==> src/rtl/core/sifr_pkg.sv <==
// ----------------------------------------------------------------------------
// sifr_pkg
// Types and constants shared by the stuffed information frame receiver.
// ----------------------------------------------------------------------------
package sifr_pkg;

  localparam int unsigned ByteW       = 8;
  localparam int unsigned PayloadLenW = 10;
  localparam int unsigned DefaultMaxPayload = 512;
  localparam int unsigned ApbAddrW    = 5;
  localparam int unsigned ApbDataW    = 32;

  localparam logic [ByteW-1:0] StuffMask = 8'h20;

  localparam logic [ByteW-1:0] FlagReset    = 8'h7E;
  localparam logic [ByteW-1:0] EscapeReset  = 8'h7D;
  localparam logic [ByteW-1:0] AddressReset = 8'h03;
  localparam logic [ByteW-1:0] CtrlSeq0Reset = 8'h00;
  localparam logic [ByteW-1:0] CtrlSeq1Reset = 8'h40;

  typedef enum logic [2:0] {
    RegFlag     = 3'd0,
    RegEscape   = 3'd1,
    RegAddress  = 3'd2,
    RegCtrlSeq0 = 3'd3,
    RegCtrlSeq1 = 3'd4
  } reg_idx_e;

  typedef enum logic [1:0] {
    KindData   = 2'd0,
    KindAccept = 2'd1,
    KindDup    = 2'd2,
    KindReject = 2'd3
  } kind_e;

  typedef enum logic [5:0] {
    PhHunt = 6'b000001,
    PhFlag = 6'b000010,
    PhAddr = 6'b000100,
    PhCtrl = 6'b001000,
    PhData = 6'b010000,
    PhEsc  = 6'b100000
  } phase_e;

  typedef struct packed {
    logic [ByteW-1:0] flag_byte;
    logic [ByteW-1:0] escape_byte;
    logic [ByteW-1:0] address_byte;
    logic [ByteW-1:0] control_seq_zero;
    logic [ByteW-1:0] control_seq_one;
  } cfg_t;

  typedef struct packed {
    logic                   valid;
    kind_e                  kind;
    logic [ByteW-1:0]       payload_byte;
    logic                   ack_number;
    logic [PayloadLenW-1:0] payload_length;
    logic                   frame_end;
  } result_t;

endpackage

==> src/rtl/core/sifr_cfg_regs.sv <==
// ----------------------------------------------------------------------------
// sifr_cfg_regs
// APB register file holding the framing byte values.
// ----------------------------------------------------------------------------
module sifr_cfg_regs (
  input  logic                           clk_i,
  input  logic                           rst_ni,
  input  logic                           psel,
  input  logic                           penable,
  input  logic                           pwrite,
  input  logic [sifr_pkg::ApbAddrW-1:0]  paddr,
  input  logic [sifr_pkg::ApbDataW-1:0]  pwdata,
  output logic [sifr_pkg::ApbDataW-1:0]  prdata,
  output logic                           pready,
  output sifr_pkg::cfg_t                 cfg_o
);

  sifr_pkg::cfg_t   cfg_q, cfg_d;
  sifr_pkg::reg_idx_e idx;
  logic             wr_en;
  logic [sifr_pkg::ByteW-1:0] wbyte;
  logic [sifr_pkg::ByteW-1:0] rbyte;

  assign idx   = sifr_pkg::reg_idx_e'(paddr[sifr_pkg::ApbAddrW-1:2]);
  assign wr_en = psel && penable && pwrite;
  assign wbyte = pwdata[sifr_pkg::ByteW-1:0];
  assign pready = 1'b1;

  always_comb begin
    cfg_d = cfg_q;
    if (wr_en) begin
      case (idx)
        sifr_pkg::RegFlag:     cfg_d.flag_byte        = wbyte;
        sifr_pkg::RegEscape:   cfg_d.escape_byte      = wbyte;
        sifr_pkg::RegAddress:  cfg_d.address_byte     = wbyte;
        sifr_pkg::RegCtrlSeq0: cfg_d.control_seq_zero = wbyte;
        sifr_pkg::RegCtrlSeq1: cfg_d.control_seq_one  = wbyte;
        default: ;
      endcase
    end
  end

  always_comb begin
    case (idx)
      sifr_pkg::RegFlag:     rbyte = cfg_q.flag_byte;
      sifr_pkg::RegEscape:   rbyte = cfg_q.escape_byte;
      sifr_pkg::RegAddress:  rbyte = cfg_q.address_byte;
      sifr_pkg::RegCtrlSeq0: rbyte = cfg_q.control_seq_zero;
      sifr_pkg::RegCtrlSeq1: rbyte = cfg_q.control_seq_one;
      default:               rbyte = '0;
    endcase
  end

  assign prdata = {{(sifr_pkg::ApbDataW-sifr_pkg::ByteW){1'b0}}, rbyte};
  assign cfg_o  = cfg_q;

  always_ff @(posedge clk_i or negedge rst_ni) begin
    if (!rst_ni) begin
      cfg_q.flag_byte        <= sifr_pkg::FlagReset;
      cfg_q.escape_byte      <= sifr_pkg::EscapeReset;
      cfg_q.address_byte     <= sifr_pkg::AddressReset;
      cfg_q.control_seq_zero <= sifr_pkg::CtrlSeq0Reset;
      cfg_q.control_seq_one  <= sifr_pkg::CtrlSeq1Reset;
    end else begin
      cfg_q <= cfg_d;
    end
  end

endmodule

==> src/rtl/core/sifr_frame_core.sv <==
// ----------------------------------------------------------------------------
// sifr_frame_core
// Header hunt, destuffing, data check and frame status for one byte a cycle while step_i is high.
// ----------------------------------------------------------------------------
module sifr_frame_core #(
  parameter int unsigned MaxPayload = sifr_pkg::DefaultMaxPayload
) (
  input  logic                       clk_i,
  input  logic                       rst_ni,
  input  logic                       step_i,
  input  logic [sifr_pkg::ByteW-1:0] byte_i,
  input  sifr_pkg::cfg_t             cfg_i,
  output sifr_pkg::result_t          res_o
);

  localparam logic [sifr_pkg::PayloadLenW-1:0] MaxLen =
    sifr_pkg::PayloadLenW'(MaxPayload);

  sifr_pkg::phase_e phase_q, phase_d;
  logic frame_seq_q, frame_seq_d;
  logic expected_seq_q, expected_seq_d;
  logic [sifr_pkg::ByteW-1:0] held_byte_q, held_byte_d;
  logic held_valid_q, held_valid_d;
  logic [sifr_pkg::ByteW-1:0] running_xor_q, running_xor_d;
  logic [sifr_pkg::PayloadLenW-1:0] byte_count_q, byte_count_d;

  logic [sifr_pkg::ByteW-1:0] unstuffed;
  logic [sifr_pkg::ByteW-1:0] push_val;
  logic [sifr_pkg::ByteW-1:0] ctrl_sel;
  logic [sifr_pkg::ByteW-1:0] hdr_check;
  sifr_pkg::phase_e fallback;
  logic do_push;

  assign fallback  = (byte_i == cfg_i.flag_byte) ? sifr_pkg::PhFlag : sifr_pkg::PhHunt;
  assign ctrl_sel  = frame_seq_q ? cfg_i.control_seq_one : cfg_i.control_seq_zero;
  assign hdr_check = cfg_i.address_byte ^ ctrl_sel;

  always_comb begin
    if (byte_i == (cfg_i.flag_byte ^ sifr_pkg::StuffMask)) begin
      unstuffed = cfg_i.flag_byte;
    end else if (byte_i == (cfg_i.escape_byte ^ sifr_pkg::StuffMask)) begin
      unstuffed = cfg_i.escape_byte;
    end else begin
      unstuffed = byte_i;
    end
  end

  always_comb begin
    phase_d        = phase_q;
    frame_seq_d    = frame_seq_q;
    expected_seq_d = expected_seq_q;
    held_byte_d    = held_byte_q;
    held_valid_d   = held_valid_q;
    running_xor_d  = running_xor_q;
    byte_count_d   = byte_count_q;
    do_push        = 1'b0;
    push_val       = byte_i;
    res_o          = '0;
    res_o.kind     = sifr_pkg::KindData;

    case (phase_q)
      sifr_pkg::PhFlag: begin
        phase_d = (byte_i == cfg_i.address_byte) ? sifr_pkg::PhAddr : fallback;
      end
      sifr_pkg::PhAddr: begin
        if (byte_i == cfg_i.control_seq_zero) begin
          frame_seq_d = 1'b0;
          phase_d     = sifr_pkg::PhCtrl;
        end else if (byte_i == cfg_i.control_seq_one) begin
          frame_seq_d = 1'b1;
          phase_d     = sifr_pkg::PhCtrl;
        end else begin
          phase_d = fallback;
        end
      end
      sifr_pkg::PhCtrl: begin
        if (byte_i == hdr_check) begin
          if (frame_seq_q != expected_seq_q) begin
            res_o.valid      = 1'b1;
            res_o.kind       = sifr_pkg::KindDup;
            res_o.ack_number = expected_seq_q;
            res_o.frame_end  = 1'b1;
            phase_d          = sifr_pkg::PhHunt;
          end else begin
            phase_d       = sifr_pkg::PhData;
            held_byte_d   = '0;
            held_valid_d  = 1'b0;
            running_xor_d = '0;
            byte_count_d  = '0;
          end
        end else begin
          phase_d = fallback;
        end
      end
      sifr_pkg::PhData: begin
        if (byte_i == cfg_i.escape_byte) begin
          phase_d = sifr_pkg::PhEsc;
        end else if (byte_i == cfg_i.flag_byte) begin
          res_o.valid     = 1'b1;
          res_o.frame_end = 1'b1;
          phase_d         = sifr_pkg::PhHunt;
          if (held_valid_q && (held_byte_q == running_xor_q)) begin
            res_o.kind           = sifr_pkg::KindAccept;
            res_o.ack_number     = ~expected_seq_q;
            res_o.payload_length = byte_count_q;
            expected_seq_d       = ~expected_seq_q;
          end else begin
            res_o.kind       = sifr_pkg::KindReject;
            res_o.ack_number = expected_seq_q;
          end
        end else begin
          do_push = 1'b1;
        end
      end
      sifr_pkg::PhEsc: begin
        phase_d  = sifr_pkg::PhData;
        push_val = unstuffed;
        do_push  = 1'b1;
      end
      default: begin
        phase_d = fallback;
      end
    endcase

    if (do_push) begin
      if (held_valid_q && (byte_count_q >= MaxLen)) begin
        res_o.valid      = 1'b1;
        res_o.kind       = sifr_pkg::KindReject;
        res_o.ack_number = expected_seq_q;
        res_o.frame_end  = 1'b1;
        phase_d          = sifr_pkg::PhHunt;
      end else begin
        if (held_valid_q) begin
          res_o.valid        = 1'b1;
          res_o.kind         = sifr_pkg::KindData;
          res_o.payload_byte = held_byte_q;
          running_xor_d      = running_xor_q ^ held_byte_q;
          byte_count_d       = byte_count_q + 1'b1;
        end
        held_byte_d  = push_val;
        held_valid_d = 1'b1;
      end
    end
  end

  always_ff @(posedge clk_i or negedge rst_ni) begin
    if (!rst_ni) begin
      phase_q        <= sifr_pkg::PhHunt;
      frame_seq_q    <= 1'b0;
      expected_seq_q <= 1'b0;
      held_byte_q    <= '0;
      held_valid_q   <= 1'b0;
      running_xor_q  <= '0;
      byte_count_q   <= '0;
    end else if (step_i) begin
      phase_q        <= phase_d;
      frame_seq_q    <= frame_seq_d;
      expected_seq_q <= expected_seq_d;
      held_byte_q    <= held_byte_d;
      held_valid_q   <= held_valid_d;
      running_xor_q  <= running_xor_d;
      byte_count_q   <= byte_count_d;
    end
  end

endmodule

==> src/rtl/core/stuffed_info_frame_receiver.sv <==
// A result follows its byte transaction through the input register, then the
// result register. Throughput: one byte per cycle while the result register is
// not held by out_ready_i; the frame state update sits between those registers.
// Reset: asynchronous, active low; clears the frame state and restores the
// default framing bytes (flag 0x7E, escape 0x7D, address 0x03, 0x00, 0x40).
// ----------------------------------------------------------------------------
// stuffed_info_frame_receiver
// Byte-stuffed information frame receiver with APB configuration.
// ----------------------------------------------------------------------------
module stuffed_info_frame_receiver #(
  parameter int unsigned MaxPayload = sifr_pkg::DefaultMaxPayload
) (
  input  logic                             clk_i,
  input  logic                             rst_ni,
  input  logic                             psel,
  input  logic                             penable,
  input  logic                             pwrite,
  input  logic [sifr_pkg::ApbAddrW-1:0]    paddr,
  input  logic [sifr_pkg::ApbDataW-1:0]    pwdata,
  output logic [sifr_pkg::ApbDataW-1:0]    prdata,
  output logic                             pready,
  input  logic                             in_valid_i,
  output logic                             in_ready_o,
  input  logic [sifr_pkg::ByteW-1:0]       rx_byte_i,
  output logic                             out_valid_o,
  input  logic                             out_ready_i,
  output logic [1:0]                       kind_o,
  output logic [sifr_pkg::ByteW-1:0]       payload_byte_o,
  output logic                             ack_number_o,
  output logic [sifr_pkg::PayloadLenW-1:0] payload_length_o,
  output logic                             frame_end_o
);

  sifr_pkg::cfg_t    cfg;
  sifr_pkg::result_t res;
  sifr_pkg::result_t out_q, out_d;

  logic in_vld_q, in_vld_d;
  logic [sifr_pkg::ByteW-1:0] in_byte_q, in_byte_d;
  logic advance;

  sifr_cfg_regs u_cfg (
    .clk_i   (clk_i),
    .rst_ni  (rst_ni),
    .psel    (psel),
    .penable (penable),
    .pwrite  (pwrite),
    .paddr   (paddr),
    .pwdata  (pwdata),
    .prdata  (prdata),
    .pready  (pready),
    .cfg_o   (cfg)
  );

  sifr_frame_core #(
    .MaxPayload (MaxPayload)
  ) u_core (
    .clk_i  (clk_i),
    .rst_ni (rst_ni),
    .step_i (advance),
    .byte_i (in_byte_q),
    .cfg_i  (cfg),
    .res_o  (res)
  );

  assign advance    = in_vld_q && (!out_q.valid || out_ready_i);
  assign in_ready_o = !in_vld_q || advance;

  always_comb begin
    in_vld_d  = in_vld_q;
    in_byte_d = in_byte_q;
    if (in_valid_i && in_ready_o) begin
      in_vld_d  = 1'b1;
      in_byte_d = rx_byte_i;
    end else if (advance) begin
      in_vld_d = 1'b0;
    end
  end

  always_comb begin
    out_d = out_q;
    if (advance) begin
      out_d = res;
    end else if (out_ready_i) begin
      out_d.valid = 1'b0;
    end
  end

  always_ff @(posedge clk_i or negedge rst_ni) begin
    if (!rst_ni) begin
      in_vld_q  <= 1'b0;
      in_byte_q <= '0;
      out_q     <= '0;
    end else begin
      in_vld_q  <= in_vld_d;
      in_byte_q <= in_byte_d;
      out_q     <= out_d;
    end
  end

  assign out_valid_o      = out_q.valid;
  assign kind_o           = out_q.kind;
  assign payload_byte_o   = out_q.payload_byte;
  assign ack_number_o     = out_q.ack_number;
  assign payload_length_o = out_q.payload_length;
  assign frame_end_o      = out_q.frame_end;

endmodule

==> config.mk <==
export PLATFORM = sky130hd
export DESIGN_NAME = stuffed_info_frame_receiver
export DESIGN_NICKNAME = d
export VERILOG_FILES = /design/src/rtl/core/sifr_pkg.sv /design/src/rtl/core/sifr_cfg_regs.sv /design/src/rtl/core/sifr_frame_core.sv /design/src/rtl/core/stuffed_info_frame_receiver.sv
export SDC_FILE = /design/constraint.sdc
export NUM_CORES = 1
export LEC_CHECK = 0
export BUFFER_PORTS_ARGS = -buffer_cell sky130_fd_sc_hd__buf_2
export CORE_MARGIN = 10
export CORE_UTILIZATION = 35
export CTS_CLUSTER_SIZE = 10
export DETAILED_ROUTE_END_ITERATION = 8
export GPL_ROUTABILITY_DRIVEN = 0
export PLACE_DENSITY = 0.65
export SETUP_SLACK_MARGIN = 0.3
export SYNTH_ARGS = -nofsm -noshare
export SYNTH_HDL_FRONTEND = slang
export SYNTH_SLANG_ARGS = --single-unit
==> constraint.sdc <==
create_clock -name clk_i -period 1.95 [get_ports clk_i]
set_input_delay 0.4875 -clock clk_i [delete_from_list [all_inputs] [get_ports clk_i]]
set_output_delay 0.4875 -clock clk_i [all_outputs]
set_load 0.005 [all_outputs]
* Yosys cells after proc, flatten, opt, wreduce, memory -nomap -nowiden
Cells that the tools add are included.
** Word-level totals
- Register bits :: 107
- Word-level logic and storage cells :: 139
** Cells by class
- Add/sub/neg operators :: 1
- Magnitude comparators :: 1
- Eq/ne operators :: 19
- Muxes and demuxes :: 71
- Bitwise operators :: 6
- Reductions and logical operators :: 21
** Operators by type and width (number)
- 2-to-1 mux 8 bit :: 16
- 2-to-1 mux 10 bit :: 8
- equality test 8 bit :: 9
- 2-to-1 mux 6 bit :: 8
- one-hot mux 8 bit (5 select lines) :: 1
- 2-to-1 mux 12 bit :: 3
- one-hot mux 6 bit (5 select lines) :: 1
- 2-to-1 mux 1 bit :: 21
- bitwise XOR 8 bit :: 2
- 2-to-1 mux 3 bit :: 5
- 2-to-1 mux 11 bit :: 1
- adder 10 x 1 -> 10 bit (second input constant) :: 1
- greater-or-equal comparator 10 bit (second input constant) :: 1
- AND reduction 2 bit :: 5
- equality test 3 x 2 -> 1 bit (second input constant) :: 2
- equality test 6 x 2 -> 1 bit (second input constant) :: 1
- equality test 6 x 3 -> 1 bit (second input constant) :: 1
- equality test 6 x 4 -> 1 bit (second input constant) :: 1
- equality test 6 x 5 -> 1 bit (second input constant) :: 1
- equality test 6 bit (second input constant) :: 1
- logical AND 1 bit :: 6
- one-hot mux 1 bit (2 select lines) :: 3
- one-hot mux 3 bit (2 select lines) :: 1
- nonzero test 2 bit :: 3
- other kinds (11) :: 17

* Longest topological paths before layout
- Depth in word-level cells :: 10
- Depth in mapped cells :: 9

* Cells and area by module
A second synthesis with hierarchy kept.
** Second synthesis, totals
- Cell total of the unflattened synthesis :: 567
- Area total of the unflattened synthesis :: 6386.1 sq um
** By module, submodules not included
- sifr_frame_core :: times used 1, cells each 337, area each 2955.3 sq um
- sifr_cfg_regs :: times used 1, cells each 158, area each 2137.0 sq um
- stuffed_info_frame_receiver :: times used 1, cells each 72, area each 1293.7 sq um

* Worst setup path before layout
Ideal clock, no wire load.
- Path type :: reg-to-reg
- From :: register in_byte_q[6] (netlist bit)
- To :: register u_core.byte_count_q[3] (netlist bit)
- Data arrival time :: 2.016 ns
- Slack :: -0.141 ns
- Cell stages (with the launch flop) :: 10
- Path buffers :: 3
- Path through :: dfrtp_1 buf_6 xor2_1 nor4_4 and3_1 buf_4 nor4_4 o31ai_4 buf_6 o2bb2ai_2
** Between the ends
- Cells in the longest elaborated chain, start to end :: 6
** RTL lines
- from (decl) :: line stuffed_info_frame_receiver.sv:39 : logic [sifr_pkg::ByteW-1:0] in_byte_q, in_byte_d;
- from (signal assigned) :: line stuffed_info_frame_receiver.sv:96 : in_byte_q <= in_byte_d;
- equality test 8 bit :: line sifr_frame_core.sv:77 : if (byte_i == hdr_check) begin
- 2-to-1 mux 10 bit :: line sifr_frame_core.sv:77
- 2-to-1 mux 10 bit :: line sifr_frame_core.sv:61 : case (phase_q)
- 2-to-1 mux 10 bit :: line sifr_frame_core.sv:133 : if (held_valid_q) begin
- 2-to-1 mux 10 bit :: line sifr_frame_core.sv:126 : if (held_valid_q && (byte_count_q >= MaxLen)) begin
- 2-to-1 mux 10 bit * :: line sifr_frame_core.sv:125 : if (do_push) begin
- to (signal assigned) :: line sifr_frame_core.sv:162 : byte_count_q <= byte_count_d;
- to (decl) :: line sifr_frame_core.sv:25 : logic [sifr_pkg::PayloadLenW-1:0] byte_count_q, byte_count_d;
Mark *: on every way between the ends. The rest lies on a longest branch, timed or not.
A chain may end at the register's enable or synchronous reset.

* Worst setup path after layout
- From :: register u_core.frame_seq_q
- To :: register u_core.byte_count_q[9] (netlist bit)
** Between the ends
- Cells in the longest elaborated chain, start to end :: 8
** RTL lines
- from (decl) :: line sifr_frame_core.sv:20 : logic frame_seq_q, frame_seq_d;
- from (signal assigned) :: line sifr_frame_core.sv:157 : frame_seq_q <= frame_seq_d;
- 2-to-1 mux 8 bit :: line sifr_frame_core.sv:35 : assign ctrl_sel = frame_seq_q ? cfg_i.control_seq_one : cfg_i.control_seq_zero;
- bitwise XOR 8 bit :: line sifr_frame_core.sv:36 : assign hdr_check = cfg_i.address_byte ^ ctrl_sel;
- equality test 8 bit :: line sifr_frame_core.sv:77
- 2-to-1 mux 10 bit * :: line sifr_frame_core.sv:77
- 2-to-1 mux 10 bit * :: line sifr_frame_core.sv:61
- 2-to-1 mux 10 bit :: line sifr_frame_core.sv:133
- 2-to-1 mux 10 bit :: line sifr_frame_core.sv:126
- 2-to-1 mux 10 bit * :: line sifr_frame_core.sv:125
Marks and branches as above.

==> metrics.txt <==
status=complete, but fails checks; failing checks=setup timing; crit path DAT=2.47 ns; CP Cell Sequence=buf_6, mux2i_2, xnor2_2, nand4_1, buf_6, nor4_4, buf_4, nand2_2, a22o_1; estimated wirelength of the detail-placed design=12600 um; DR WL met3=1000 um; final WL=17400 um; Logic pwr share=28.2%; Worst EP required=2.20 ns; Met1 Wirelength=7640 um; worst slew pin tran=0.502 ns; DR WL met2=8340 um; Async SR Flop Fraction=100%; crit share post-route=114%; Inserted Clock Buffers=9; via count=5027; clock share of power=30.4%; Final setup violation count=61; CTS Buffer Depth=2; die area=23000 sq um; switching power=1.90 mW; max_cap viols=0; Syn Area/Cell=11.0 sq um; hold_buf cts=0; Seq/Total Area, Yosys=44.4%; vias in the first global route=5254; Setup Slack @ Placement=-0.291 ns; Setup WS post-layout=-0.267 ns; launching point of the worst reg2reg path=u_core.frame_seq_q; Setup Crit Path Kind=reg2reg; r2r worst-path depth=9; Slew Viols, Final=0; LEAKAGE=3.83 nW; Synth Flop Type=dfrtp_1; Net Sw Frac=29.8%; Setup TNS Final=-10.50 ns; die height=152 um; Detailed Routing Iterations Pass 1=4; synthesized cell area=6070 sq um; largest net degree at the start of global routing=55; Placed Area=7560 sq um; Pwr Total=6.37 mW; global-route wire length before repair=27800 um; Hold Fails Final Rpt=0; CP max FO=5; RSZ-0062 raised after global routing=true; Synth-to-Final Area Change=43.9%; Tightest Hold Check Type=in2async; post-synth cell types=64; nets=796; VDD IR max=0.000650 V; CTS H-Tree Depth=3; Clk Latency, worst-skew pair=0.37 ns; Fill cells=1446; share of power burned in registers=41.4%; total grt overflow=0; die width=152 um; yosys warns=0; initial antenna violation count=0; R2R setup slack=-0.27 ns; DR WL/cell=17.9 um; Worst setup SP type=register; Initial Util=35.3%; detailed-route DRC error count=0; delay-heaviest family, CP=simple AND/OR/NAND/NOR gates; slowest cell delay on critical path=0.38 ns; Max Used Layer=met4; reg2reg end=u_core.byte_count_q[9]; antenna-violating nets left=0; post-route cell area=8730 sq um; Pwr Density=729 nW/um^2; PortBufs=57; cell row count=48; CTS tree=built; root buf cell=clkbuf_16; Diodes inserted=0; Mapped Cells=550; worst path bufs/invs=3; EDFF count, synth=0; layout cells sized above 1=55.2%; I/O pins=109; Int Pwr=4.47 mW; clock sinks=107; CP max stage cell=dfrtp_1; #FFs+latches synth=107; Reg clk slew, reported paths=0.08 ns; total track usage=15.4%; number of vias per cell=5.17; max frequency=451 MHz; Tmin final=2.22 ns; Util after Layout=50.8%; Layout Skew=0.0135 ns; CP endpoint kind=register; core area=17200 sq um; Critical Path Most Common Cell=buf_6; relative slew slack=66.5%; DRT iter0 DRCs=298
==> metrics by stage <==
stage | cells | hold slack, ns
finish | 972 | 0.0512
global placement | 928 | 0.439
global route | 972 | 0.0773
detailed placement | 928 | 0.448
floorplan | 573 | 0.192
CTS | 965 | 0.0521
==> kinds of logic after synthesis <==
| family | synth area share, % |
|---|---|
| other | 0.124 |
| adders and majority gates | 0.412 |
| AOI/OAI and AO/OA | 15.1 |
| xor gates and xnor gates | 8.51 |
| and+or+nand+nor | 12.5 |
| muxes | 12.4 |
| DFF | 44.4 |
| buffers and inverters | 6.51 |
==> registers in the layout, summed over array words and instances (netlist names), 2 cells and up <==
name	count
u_core.byte_count_q	10
payload_length_o	10
u_core.running_xor_q	8
in_byte_q	8
kind_o	2
u_core.phase_q	6
u_core.held_byte_q	8
payload_byte_o	8
u_cfg.cfg_o	40
==> power by group through the flow <==
stage                     sequential [mW]  combinational, mW  clock [mW]
after floorplan                      2.64              0.840           0
after global placement               2.65               1.46           0
after detailed placement             2.66               1.49           0
after CTS                            2.63               1.69        1.97
after global routing                 2.66               1.92        2.07
final                                2.64               1.79        1.94
==> how the worst max path moves through the flow <==
stage | depth (start not counted) | slack (ns) | startpoint | to
after floorplan | 9 | -0.11 | in_byte_q[0] | u_core.byte_count_q[3]
after global placement | 8 | -0.27 | in_byte_q[3] | u_core.byte_count_q[9]
after detailed placement | 7 | -0.29 | in_byte_q[2] | u_core.running_xor_q[1]
after CTS | 9 | -0.20 | u_core.frame_seq_q | u_core.running_xor_q[4]
after global routing | 9 | -0.38 | u_core.frame_seq_q | u_core.running_xor_q[4]
final | 9 | -0.27 | u_core.frame_seq_q | u_core.byte_count_q[9]
==> worst register-to-register path: stages (launching register included) <==
cell	delay, ns
dfrtp_1	0.38
buf_6	0.16
mux2i_2	0.27
xnor2_2	0.14
nand4_1	0.14
buf_6	0.16
nor4_4	0.38
buf_4	0.20
nand2_2	0.06
a22o_1	0.22
==> cell type report <==
cell class	instances	area (sq um)	area share (%)
clock buffer	9	225	2.58
multi-input combinational	397	3690	42.3
tap	225	282	3.22
timing repair buffer	212	1680	19.3
sequential	107	2710	31.0
clock inverter	7	83.8	0.960
inverter	15	56.3	0.645
==> synth_stat cells, drive strengths merged (15+ instances only) <==
cell type,number,area [sq um]
mux2,56,631
dfstp,16,420
clkbuf,15,56.3
nand4,16,100
inv,15,56.3
nor3,21,110
xor2,16,140
dfrtp,91,2280
buf,40,283
nand3,16,85.1
a22o,15,131
xnor2,43,377
a21oi,16,80.1
nor2,19,71.3
o31ai,21,185
nand2,28,105
==> metal layers <==
metal / global-route usage, % / vias up
met5: 0 / -
li1: - / 2347
met2: 25.7 / 124
met4: 5.34 / 0
met3: 3.45 / 27
met1: 19.1 / 2529
==> placed cells by master (no fill, tap or decap), types with 7 or more instances in the layout <==
cell and instances:
xor2_2 8, clkbuf_16 9, a22oi_2 7, nand3_1 12
buf_2 54, o2bb2ai_2 13, conb_1 25, xor2_1 8
nand4_1 16, dfrtp_1 83, mux2_2 51, buf_4 120
nand2_1 25, a21oi_1 14, a22oi_1 7, dfstp_2 16
xnor2_1 36, buf_6 30, a22o_1 15, o31ai_4 11
nor3_1 16, nor2_1 12, inv_1 12, dfrtp_2 8
==> repair_timing <==
action                                  in CTS  in global routing
gates resized for setup                     94                 34
setup buffers                               18                  7
pin swaps                                   34                 28
endpoints found under the setup margin      66                 67
gates cloned                                 3                  0
(Power assumes the default switching activity.)
